### config.mk
export PLATFORM = sky130hd
export DESIGN_NAME = gsc_free_stack
export DESIGN_NICKNAME = d
export VERILOG_FILES = /design/src/gsc_pkg.sv /design/src/gsc_ram.sv /design/src/gsc_free_stack.sv
export SDC_FILE = /design/constraint.sdc
export NUM_CORES = 1
export LEC_CHECK = 0
export ABC_AREA = 1
export BUFFER_PORTS_ARGS = -buffer_cell sky130_fd_sc_hd__buf_2
export CAP_MARGIN = 0
export CORE_AREA = 3 3 429 219
export DETAILED_ROUTE_END_ITERATION = 10
export DIE_AREA = 0 0 432 222
export PLACE_DENSITY = 0.64
export SKIP_CTS_REPAIR_TIMING = 1
export SYNTH_ARGS = -nofsm -noshare
export SYNTH_HDL_FRONTEND = slang
export SYNTH_SLANG_ARGS = --single-unit
### constraint.sdc
create_clock -name clk -period 5.33 [get_ports clk]
set_input_delay 1.066 -clock clk [delete_from_list [all_inputs] [get_ports clk]]
set_output_delay 1.066 -clock clk [all_outputs]
set_load 0.01 [all_outputs]
### src/gsc_pkg.sv
package gsc_pkg;

	localparam int SLOT_W = 7;
	localparam int SLOTS  = 1 << SLOT_W;
	localparam int CNT_W  = SLOT_W + 1;
	localparam int GEN_W  = 32;

	localparam logic [1:0] FN_ALLOC    = 2'd0;
	localparam logic [1:0] FN_INVAL    = 2'd1;
	localparam logic [1:0] FN_VALIDATE = 2'd2;

	localparam logic [1:0] ST_OK       = 2'd0;
	localparam logic [1:0] ST_NOFREE   = 2'd1;
	localparam logic [1:0] ST_MISMATCH = 2'd2;
	localparam logic [1:0] ST_OVERFLOW = 2'd3;

	typedef logic [SLOT_W-1:0] slot_t;
	typedef logic [GEN_W-1:0]  gen_t;

	// free stack control, driven at accept time
	typedef struct packed {
		logic  pop;
		logic  push;
		slot_t push_slot;
	} stk_req_t;

	typedef struct packed {
		logic  empty;
		logic  full;
		slot_t pop_slot;
	} stk_rsp_t;

	// generation table control
	typedef struct packed {
		slot_t rd_addr;
		logic  wr;
	} gen_req_t;

	typedef struct packed {
		slot_t addr;
		gen_t  cur;
		gen_t  inc;
	} gen_rsp_t;

endpackage

### src/gsc_ram.sv
module gsc_ram #(
	parameter int WIDTH = 8,
	parameter int DEPTH = 16
) (
	input  logic                     clk,
	input  logic                     we,
	input  logic [$clog2(DEPTH)-1:0] waddr,
	input  logic [WIDTH-1:0]         wdata,
	input  logic                     re,
	input  logic [$clog2(DEPTH)-1:0] raddr,
	output logic [WIDTH-1:0]         rdata
);
	logic [WIDTH-1:0] mem [DEPTH];

	always_ff @(posedge clk) begin
		if (we) begin
			mem[waddr] <= wdata;
		end
		if (re) begin
			rdata <= mem[raddr];
		end
	end
endmodule

### src/gsc_free_stack.sv
module gsc_free_stack (
	input  logic              clk,
	input  logic              arst_n,
	input  logic              en,
	input  gsc_pkg::stk_req_t req,
	output gsc_pkg::stk_rsp_t rsp
);
	import gsc_pkg::*;

	logic [CNT_W-1:0] count_q;
	logic [SLOTS-1:0] vld_q;
	logic             pvld_s1;
	slot_t            pidx_s1;
	slot_t            top_idx;
	slot_t            rdata;
	logic             do_pop;
	logic             do_push;

	assign rsp.empty = (count_q == '0);
	assign rsp.full  = (count_q == CNT_W'(SLOTS));
	assign top_idx   = SLOT_W'(count_q - CNT_W'(1));
	assign do_pop    = en && req.pop && !rsp.empty;
	assign do_push   = en && req.push && !rsp.full;

	gsc_ram #(.WIDTH(SLOT_W), .DEPTH(SLOTS)) u_ram (
		.clk   (clk),
		.we    (do_push),
		.waddr (count_q[SLOT_W-1:0]),
		.wdata (req.push_slot),
		.re    (en),
		.raddr (top_idx),
		.rdata (rdata)
	);

	// entries never written read as their own index
	assign rsp.pop_slot = pvld_s1 ? rdata : pidx_s1;

	always_ff @(posedge clk or negedge arst_n) begin
		if (!arst_n) begin
			count_q <= CNT_W'(SLOTS);
			vld_q   <= '0;
		end else begin
			if (do_pop) begin
				count_q <= count_q - CNT_W'(1);
			end else if (do_push) begin
				count_q                     <= count_q + CNT_W'(1);
				vld_q[count_q[SLOT_W-1:0]] <= 1'b1;
			end
		end
	end

	always_ff @(posedge clk) begin
		if (en) begin
			pvld_s1 <= vld_q[top_idx];
			pidx_s1 <= top_idx;
		end
	end
endmodule

# ---- After elaboration in Yosys (flattened, before gate mapping)
# Memories as Yosys holds them, arrays and structs flattened. A register that Yosys moved wholly into a read port is not among the register bits.
# Index checks and enable logic that the tools add are counted.
dict set report word_totals {
  regBits 144
  ramBits 896
  input_bits 12
  output_inout_bits 9
  wordCells 32
  memories 1
}
dict set report classes {
  n_addsub 2
  magnitude_cmp 3
  n_eq_ne 1
  mux 9
  bitwise_logic 2
  reduce_logical 10
}
# name depth width read_ports rd_clocked_by_memory_dff write_ports line
set memory_table {}
lappend memory_table {u_ram.mem 128 7 1 1 1 gsc_ram.sv:13} ;# logic [WIDTH-1:0] mem [DEPTH];
# operator count
set op_table {}
lappend op_table {{$or 128x128->128} 1}
lappend op_table {{$lt 7x8->1 const B} 2}
lappend op_table {{$mux 8} 2}
lappend op_table {{$add 8x1->8 const B} 1}
lappend op_table {{$eq 8x8->1 const B} 1}
lappend op_table {{$logic_not 8->1} 1}
lappend op_table {{$sub 8x1->8 const B} 1}
lappend op_table {{$bmux 1 s7} 1}
lappend op_table {{$demux 1 s7} 1}
lappend op_table {{$ge 7x1->1 const B} 1}
lappend op_table {{$mux 7} 1}
lappend op_table {{$logic_and 1x1->1} 5}
lappend op_table {{$mux 1} 4}
lappend op_table {{$logic_not 1->1} 2}
lappend op_table {{$reduce_and 2->1} 1}
lappend op_table {{$reduce_bool 2->1} 1}
lappend op_table {{$not 1->1} 1}

# ---- Depth between registers and ports, before layout
# Gate-level depths: netlist of the first run.
dict set report depth {
  ltp_word 5
  ltp_mapped 18
  mapped_depth_nobuf 12
}

# ---- Cells and area by module
# Synthesis of the first run repeated with hierarchy kept, for this count alone.
dict set report unflattened {
  cells_unflattened 3972
  hier_area_um2 44073.5
}
# module n_inst cells_per_inst area_each_um2 seq_area_each_um2
set modules_own_cells {}
lappend modules_own_cells {gsc_ram 1 3152 37161.9 27116.0}
lappend modules_own_cells {gsc_free_stack 1 820 6911.6 3644.7}

# ---- Worst setup path after synthesis of the first run
# Ideal clock, no wire load.
dict set report synth_timing {
  path_kind {reg2reg}
  startpoint {register count_q[0]}
  endpoint {memory u_ram.mem[20][0] in the netlist's numbering (enable)}
  setup_time_ps 393
  t_arrival_ps 2505
  t_required_ps 4937
  slack_ps 2431
  path_stages_with_launch 14
  n_path_buf 4
  period_less_slack_ps 2899
  cell_sequence {dfrtp_1 buf_4 inv_4 buf_6 buf_6 clkbuf_1 ha_1 inv_1 nor3_1 nand2_1 nor2_1 nor2_2 nand2_1 nor4_1}
}
# element line
set synth_lines {}
lappend synth_lines {{start, declared} gsc_free_stack.sv:10} ;# logic [CNT_W-1:0] count_q;
lappend synth_lines {{start signal, assigned} gsc_free_stack.sv:40} ;# count_q <= CNT_W'(SLOTS);
lappend synth_lines {{start signal, assigned} gsc_free_stack.sv:44} ;# count_q <= count_q - CNT_W'(1);
lappend synth_lines {{start signal, assigned} gsc_free_stack.sv:46} ;# count_q <= count_q + CNT_W'(1);
lappend synth_lines {{end, declared} gsc_ram.sv:13}

# ---- Worst setup path after layout of the first run
dict set report layout_timing {
  startpoint {register count_q[0]}
  endpoint {register u_ram.rdata[2], read port of u_ram.mem (data pin)}
}
dict set report layout_via {
  elab_chain_len 1
}
# element line
set layout_rtl {}
lappend layout_rtl {{$sub 8x1->8} n/a}
lappend layout_rtl {{end, declared} gsc_ram.sv:11} ;# output logic [WIDTH-1:0] rdata
# No other way between the ends.
# A chain may end at the register's enable or synchronous reset.

==> results of run 1 <==
layout make-up:
| type | instances | area, um^2 |
|---|---|---|
| fill | 7683 | 40800 |
| sequential | 1047 | 30800 |
| multi-input combinational | 2708 | 11800 |
| clock buffer | 122 | 2610 |
| tap | 1200 | 1500 |
| inverter | 389 | 1490 |
| clock inverter | 55 | 689 |
| timing repair buffer | 69 | 629 |
Yosys cell counts, drive strengths merged:
cell type	count
clkbuf	106
o21ai	192
nor2	320
o211ai	45
o21bai	16
nor4	2
ha	3
nand3	645
buf	155
inv	389
o221ai	6
edfxtp	911
dfstp	1
nor3	7
nand2	1445
xnor2	2
mux2	7
o31ai	4
dfrtp	135
or2	3
xor2	11
power breakdown:
| part | switching (W) | leakage, nW | internal [W] | total, W |
|---|---|---|---|---|
| combinational | 0.00942 | 8.36 | 0.00350 | 0.0129 |
| clock | 0.00305 | 1.63 | 0.00424 | 0.00729 |
| sequential | 0.000149 | 9.48 | 0.00916 | 0.00930 |
placed cells by master (no fill, tap or decap), drive strengths merged, types with 4 or more instances in the layout:
cell    synthesis  layout
buf           155      69
o211ai         45      45
nor3            7       7
clkbuf        106     122
o31ai           4       4
edfxtp        911     911
dfrtp         135     135
clkinv          0      35
xor2           11      11
nand3         645     645
bufinv          0      16
inv           389     391
nor2          320     320
o21ai         192     192
o221ai          6       6
o21bai         16      16
mux2            7       7
nand2        1445    1445
final timing paths:
| path | from | to | slack (ps) | depth (start not counted) |
|---|---|---|---|---|
| hold reg to reg | vld_q[83] | vld_q[83] | 460 | 2 |
| setup reg to reg | count_q[0] | u_ram.rdata[2] | 1210 | 12 |
| max in group asynchronous | arst_n | vld_q[78] | 3730 | 2 |
| hold / removal | vld_q[83] | vld_q[83] | 460 | 2 |
| min in group asynchronous | arst_n | vld_q[96] | 560 | 1 |
| setup / recovery | count_q[0] | u_ram.rdata[2] | 1210 | 12 |
worst max-delay path, cell delays in order (launching register included):
cell	delay, ps
dfrtp_4	540
inv_16	390
ha_4	740
inv_8	390
buf_12	420
nand3_1	130
nand3_1	120
nand3_1	120
nand3_1	170
nand3_1	220
nand2_1	140
nand2_1	140
nand2_1	60
layer usage:
metal  part of all wire  routed length, um
met1               0.43              50900
met2               0.46              54000
met3              0.081               9460
met4              0.025               2940
met5                  0                  0
flip-flops by register name (all words and copies together) (netlist names):
signal,cells
count_q,8
u_ram.mem,896
pidx_s1,7
u_ram.rdata,7
vld_q,128
pvld_s1,1
logic make-up after synthesis:
group | share of synthesized area
AOI/OAI and AO/OA | 0.0333
xor gates and xnor gates | 0.00286
adders and majority gates | 0.000832
buffers and inverters | 0.0590
DFF | 0.682
muxes | 0.00175
and+or+nand+nor | 0.221
metrics by stage:
stage | hold WS (ps) | total power (W) | util | worst slack (ps) | cell area, um^2
global placement | 435 | 0.0221 | 0.512 | 1250 | 46200
floorplan | 422 | 0.0177 | - | 2430 | 45100
global route | 475 | 0.0310 | 0.548 | 1060 | 49500
CTS | 459 | 0.0294 | 0.548 | 1220 | 49500
detailed placement | 441 | 0.0222 | 0.512 | 1220 | 46200
finish | 456 | 0.0295 | 0.548 | 1210 | 49500
==> out/metrics.cfg, run 1 <==
[status]
outcome = finished clean

[sta]
fmaxAchievable_mhz = 242
period_needed_ps = 4120
slew_headroom = 0.161
setup_violations = 0
finalHoldViolCount = 0
tightest_slew_ps = 1260
finalCritPeriodShare = 0.774
rsz0062_at_grt = no
finalMaxSlewViolations = 0
setup_tns_ps = 0
fin_skew_ps = 24.2

[die]
chipWidth_um = 432
die_h_um = 222
rows = 78
io_pins = 21
core-area_um2 = 90300
die_area_um2 = 95900
initial_utilization = 0.500

[clock_network]
clkLatencyLatePin_ps = 690
clock_sinks = 1047
cts_tree = built
cts-htree-levels = 3
clk_pin_slew_ps = 70
cts_made_buffers = 94
clk_path_buf_depth = 3
root_buffer = clkbuf_16

[setup_path]
arrival_ps = 4570
crit_path_start_kind = register
worstSetupPathType = register to register
end_kind = register
required_ps = 5780
cp_max_fo = 163

[placement]
gp_congestion = 0.869
hpwl_um = 67200
place_inst = 5413
portBuffers = 20

[layout]
areaGrowthSynthToFinish_pct = 9.68
finalNetCount = 4324
fin_cells = 5590
layout-drive-gt1-share = 0.0588
diodes = 0

[drt]
vias_per_cell = 5.55
routed_wl_um = 117000
ant_nets = 0
drc_errors = 0
dr.pass1.iters = 6
num_vias = 31100
drt_iter0_drc = 3842
wl_per_cell_um = 21.0

[global_routing]
grt_antenna_before_repair = 1
use_met2 = 0.379
grt_pass1_vias = 29700
grt_pass1_wl_um = 179000
gr-usage-met1 = 0.351
grt_usage = 0.243
busiest_layer = met2
grt_overflow = 0
grt_max_degree = 202
grt_use_met3 = 0.0470

[synthesis]
ys_warn_count = 0
synth_seq_cells = 1047
synth_nets = 4420
synth_top_area_share = 0.606
synth.avg_cell_area_um2 = 10.2
synth.area.top_cells = edfxtp_1, nand2_1, dfrtp_1
synth.distinct_cells = 32
syn_area_um2 = 45100
synth_seq_area_share = 0.682
synth.largest_area_cell = edfxtp_1
netlist_instances = 4405

[power_and_ir_drop]
leakage_nw = 19.5
ir_worst_vdd_v = 0.000953
p_per_area_nw_per_um2 = 596

[run]
max_cap_viol_count = 0

[hold_path]
hp-class = register to register

Power figures use the tool's default switching activity.
==> inputs of run 2 (changes only) <==
--- a/config.mk
+++ b/config.mk
@@ -11,7 +11,7 @@
 export CORE_AREA = 3 3 429 219
 export DETAILED_ROUTE_END_ITERATION = 10
 export DIE_AREA = 0 0 432 222
-export PLACE_DENSITY = 0.64
+export PLACE_DENSITY = 0.66
 export SKIP_CTS_REPAIR_TIMING = 1
 export SYNTH_ARGS = -nofsm -noshare
 export SYNTH_HDL_FRONTEND = slang
==> constraint.sdc (replaced) <==
create_clock -name clk -period 3.4 [get_ports clk]
set_input_delay 0.68 -clock clk [delete_from_list [all_inputs] [get_ports clk]]
set_output_delay 0.68 -clock clk [all_outputs]
set_load 0.01 [all_outputs]
==> run 2 against run 1 <==
Effect of this change:
- total power is 54% higher
- critical endpoint is now u_ram.mem[44][6]
- final area grew 0.66%
- clock power up 40%
- die area unchanged
- register-to-register slack got worse by 960 ps
- critical path type unchanged
- combinational power is 60% higher
- largest power group unchanged
==> out/metrics.cfg, run 2 (synthesis gave the netlist of run 1 again) <==
[sta]
fin_skew_ps = 18.4  ; -5.83 ps
slew_headroom = 0.291  ; +0.131
setup_violations = 0  ; unchanged
tightest_slew_ps = 1060  ; -200 ps
period_needed_ps = 3150  ; -970 ps
finalMaxSlewViolations = 0  ; unchanged
fmaxAchievable_mhz = 317  ; +31%
rsz0062_at_grt = no
setup_tns_ps = 0  ; unchanged
finalCritPeriodShare = 0.928  ; +0.154
finalHoldViolCount = 0  ; unchanged

[layout]
diodes = 0  ; unchanged
final_common_cell = nand2_1
areaGrowthSynthToFinish_pct = 10.4
largest_reg_flops = 896  ; unchanged
largest-register = u_ram.mem
final_cell_mix = nand2_1, edfxtp_1, nand3_1, inv_1, nor2_1
finalNetCount = 4386  ; +1.4%
utilization = 0.552  ; +0.00362
top_regs = u_ram.mem x896, vld_q x128, count_q x8
layout-drive-gt1-share = 0.0699  ; +0.0112

[global_routing]
grt_antenna_before_repair = 0  ; -1
grt_usage = 0.247  ; +0.00325
grt_pass1_wl_um = 181000  ; +0.95%
grt_overflow = 0  ; unchanged
grt_max_degree = 208  ; +3.0%
grt_pass1_vias = 30300  ; +2.0%

[die]
initial_utilization = 0.500  ; unchanged
rows = 78  ; unchanged
chipWidth_um = 432  ; unchanged
die_h_um = 222  ; unchanged
die_area_um2 = 95900  ; unchanged
core-area_um2 = 90300  ; unchanged
io_pins = 21  ; unchanged

[setup_path]
end_kind = register
arrival_ps = 3460  ; -1110 ps
crit_path_start_kind = register
required_ps = 3710  ; -2070 ps
worstSetupPathType = register to register
cp_max_fo = 10  ; -94%

[power_and_ir_drop]
leakage_nw = 19.7  ; +1.0%
ir_worst_vdd_v = 0.00121  ; +27%
power.internal_w = 0.0258  ; +53%
pwr-share-seq = 0.321  ; +0.006
net-switching-power_w = 0.0196  ; +55%
power_frac_clock = 0.225  ; -0.022
p_sw_frac = 0.431  ; +0.00346
p_comb_frac = 0.454  ; +0.016
p_per_area_nw_per_um2 = 911  ; +53%

[clock_network]
cts-htree-levels = 3  ; unchanged
clk_path_buf_depth = 3  ; unchanged
cts_made_buffers = 93  ; -1.1%
root_buffer = clkbuf_16
clock_sinks = 1047  ; unchanged
cts_tree = built
clkLatencyLatePin_ps = 680  ; about the same
clk_pin_slew_ps = 70  ; about the same

[hold_path]
hp-class = input port to async pin

[placement]
portBuffers = 20  ; unchanged
hpwl_um = 71100  ; +5.8%
gp_congestion = 0.901  ; +3.7%

[drt]
num_vias = 31400  ; +1.1%
routed_wl_um = 118000  ; +0.88%
drt_iter0_drc = 3767  ; -2.0%
dr.pass1.iters = 6  ; unchanged
wl_per_cell_um = 20.9  ; -0.14%
ant_nets = 0  ; unchanged
vias_per_cell = 5.56  ; about the same
drc_errors = 0  ; unchanged

[status]
outcome = finished clean

[run]
max_cap_viol_count = 0  ; unchanged

## run 2: cell types whose count changed in the layout (fill, tap and decap cells not counted), moves of 2 or more
cell,delta
bufinv_16,-13
buf_4,+43
clkbuf_1,+5
clkbuf_16,-3
buf_12,+20
clkinv_2,-2
clkbuf_8,+3
clkinvlp_4,+7
## run 2: routing by layer
layer  GRT usage  routed length, um
met4      0.0840               3820
met3      0.0500               9950
met1       0.353              50900
met2       0.378              53600
met5           0                  0
## run 2: critical path, stage by stage (launching register included)
cell	delay [ps]
dfrtp_1	760
inv_2	210
nor3_4	860
buf_4	300
nand2_1	80
nor2_1	560
## run 2: through the flow
stage	worst slack [ps]	instances	hold WS [ps]	power (W)	area (um^2)
final	246	5647	73.8	0.0454	49800
after floorplan	501	4405	384	0.0277	45100
after global routing	79.7	5647	87.6	0.0478	49800
after CTS	234	5647	64.7	0.0452	49800
after global placement	335	5476	435	0.0349	46900
after detailed placement	335	5476	441	0.0351	46900
## run 2: cell type report
type,count,area [um^2]
tap,1200,1500
multi-input combinational,2708,11800
clock buffer,127,2600
fill,7554,40400
clock inverter,44,313
timing repair buffer,132,1350
inverter,389,1490
sequential,1047,30800
## run 2: worst paths after layout
check | from | to | slack [ps] | depth (start not counted)
hold reg to reg | vld_q[17] | vld_q[17] | 450 | 2
max in group asynchronous | arst_n | vld_q[15] | 2480 | 2
setup reg to reg | count_q[2] | u_ram.mem[44][6] | 250 | 5
min in group clk | vld_q[17] | vld_q[17] | 450 | 2
hold / removal | arst_n | vld_q[48] | 70 | 1
setup / recovery | count_q[2] | u_ram.mem[44][6] | 250 | 5
## run 2: power by group through the flow
stage	Sequential, W	Clock (W)	Combinational [W]
6_report	0.0146	0.0102	0.0206
5_1_grt	0.0146	0.0109	0.0223
4_1_cts	0.0146	0.0104	0.0203
3_5_place_dp	0.0148	0	0.0202
3_3_place_gp	0.0148	0	0.0201
2_1_floorplan	0.0147	0	0.0130
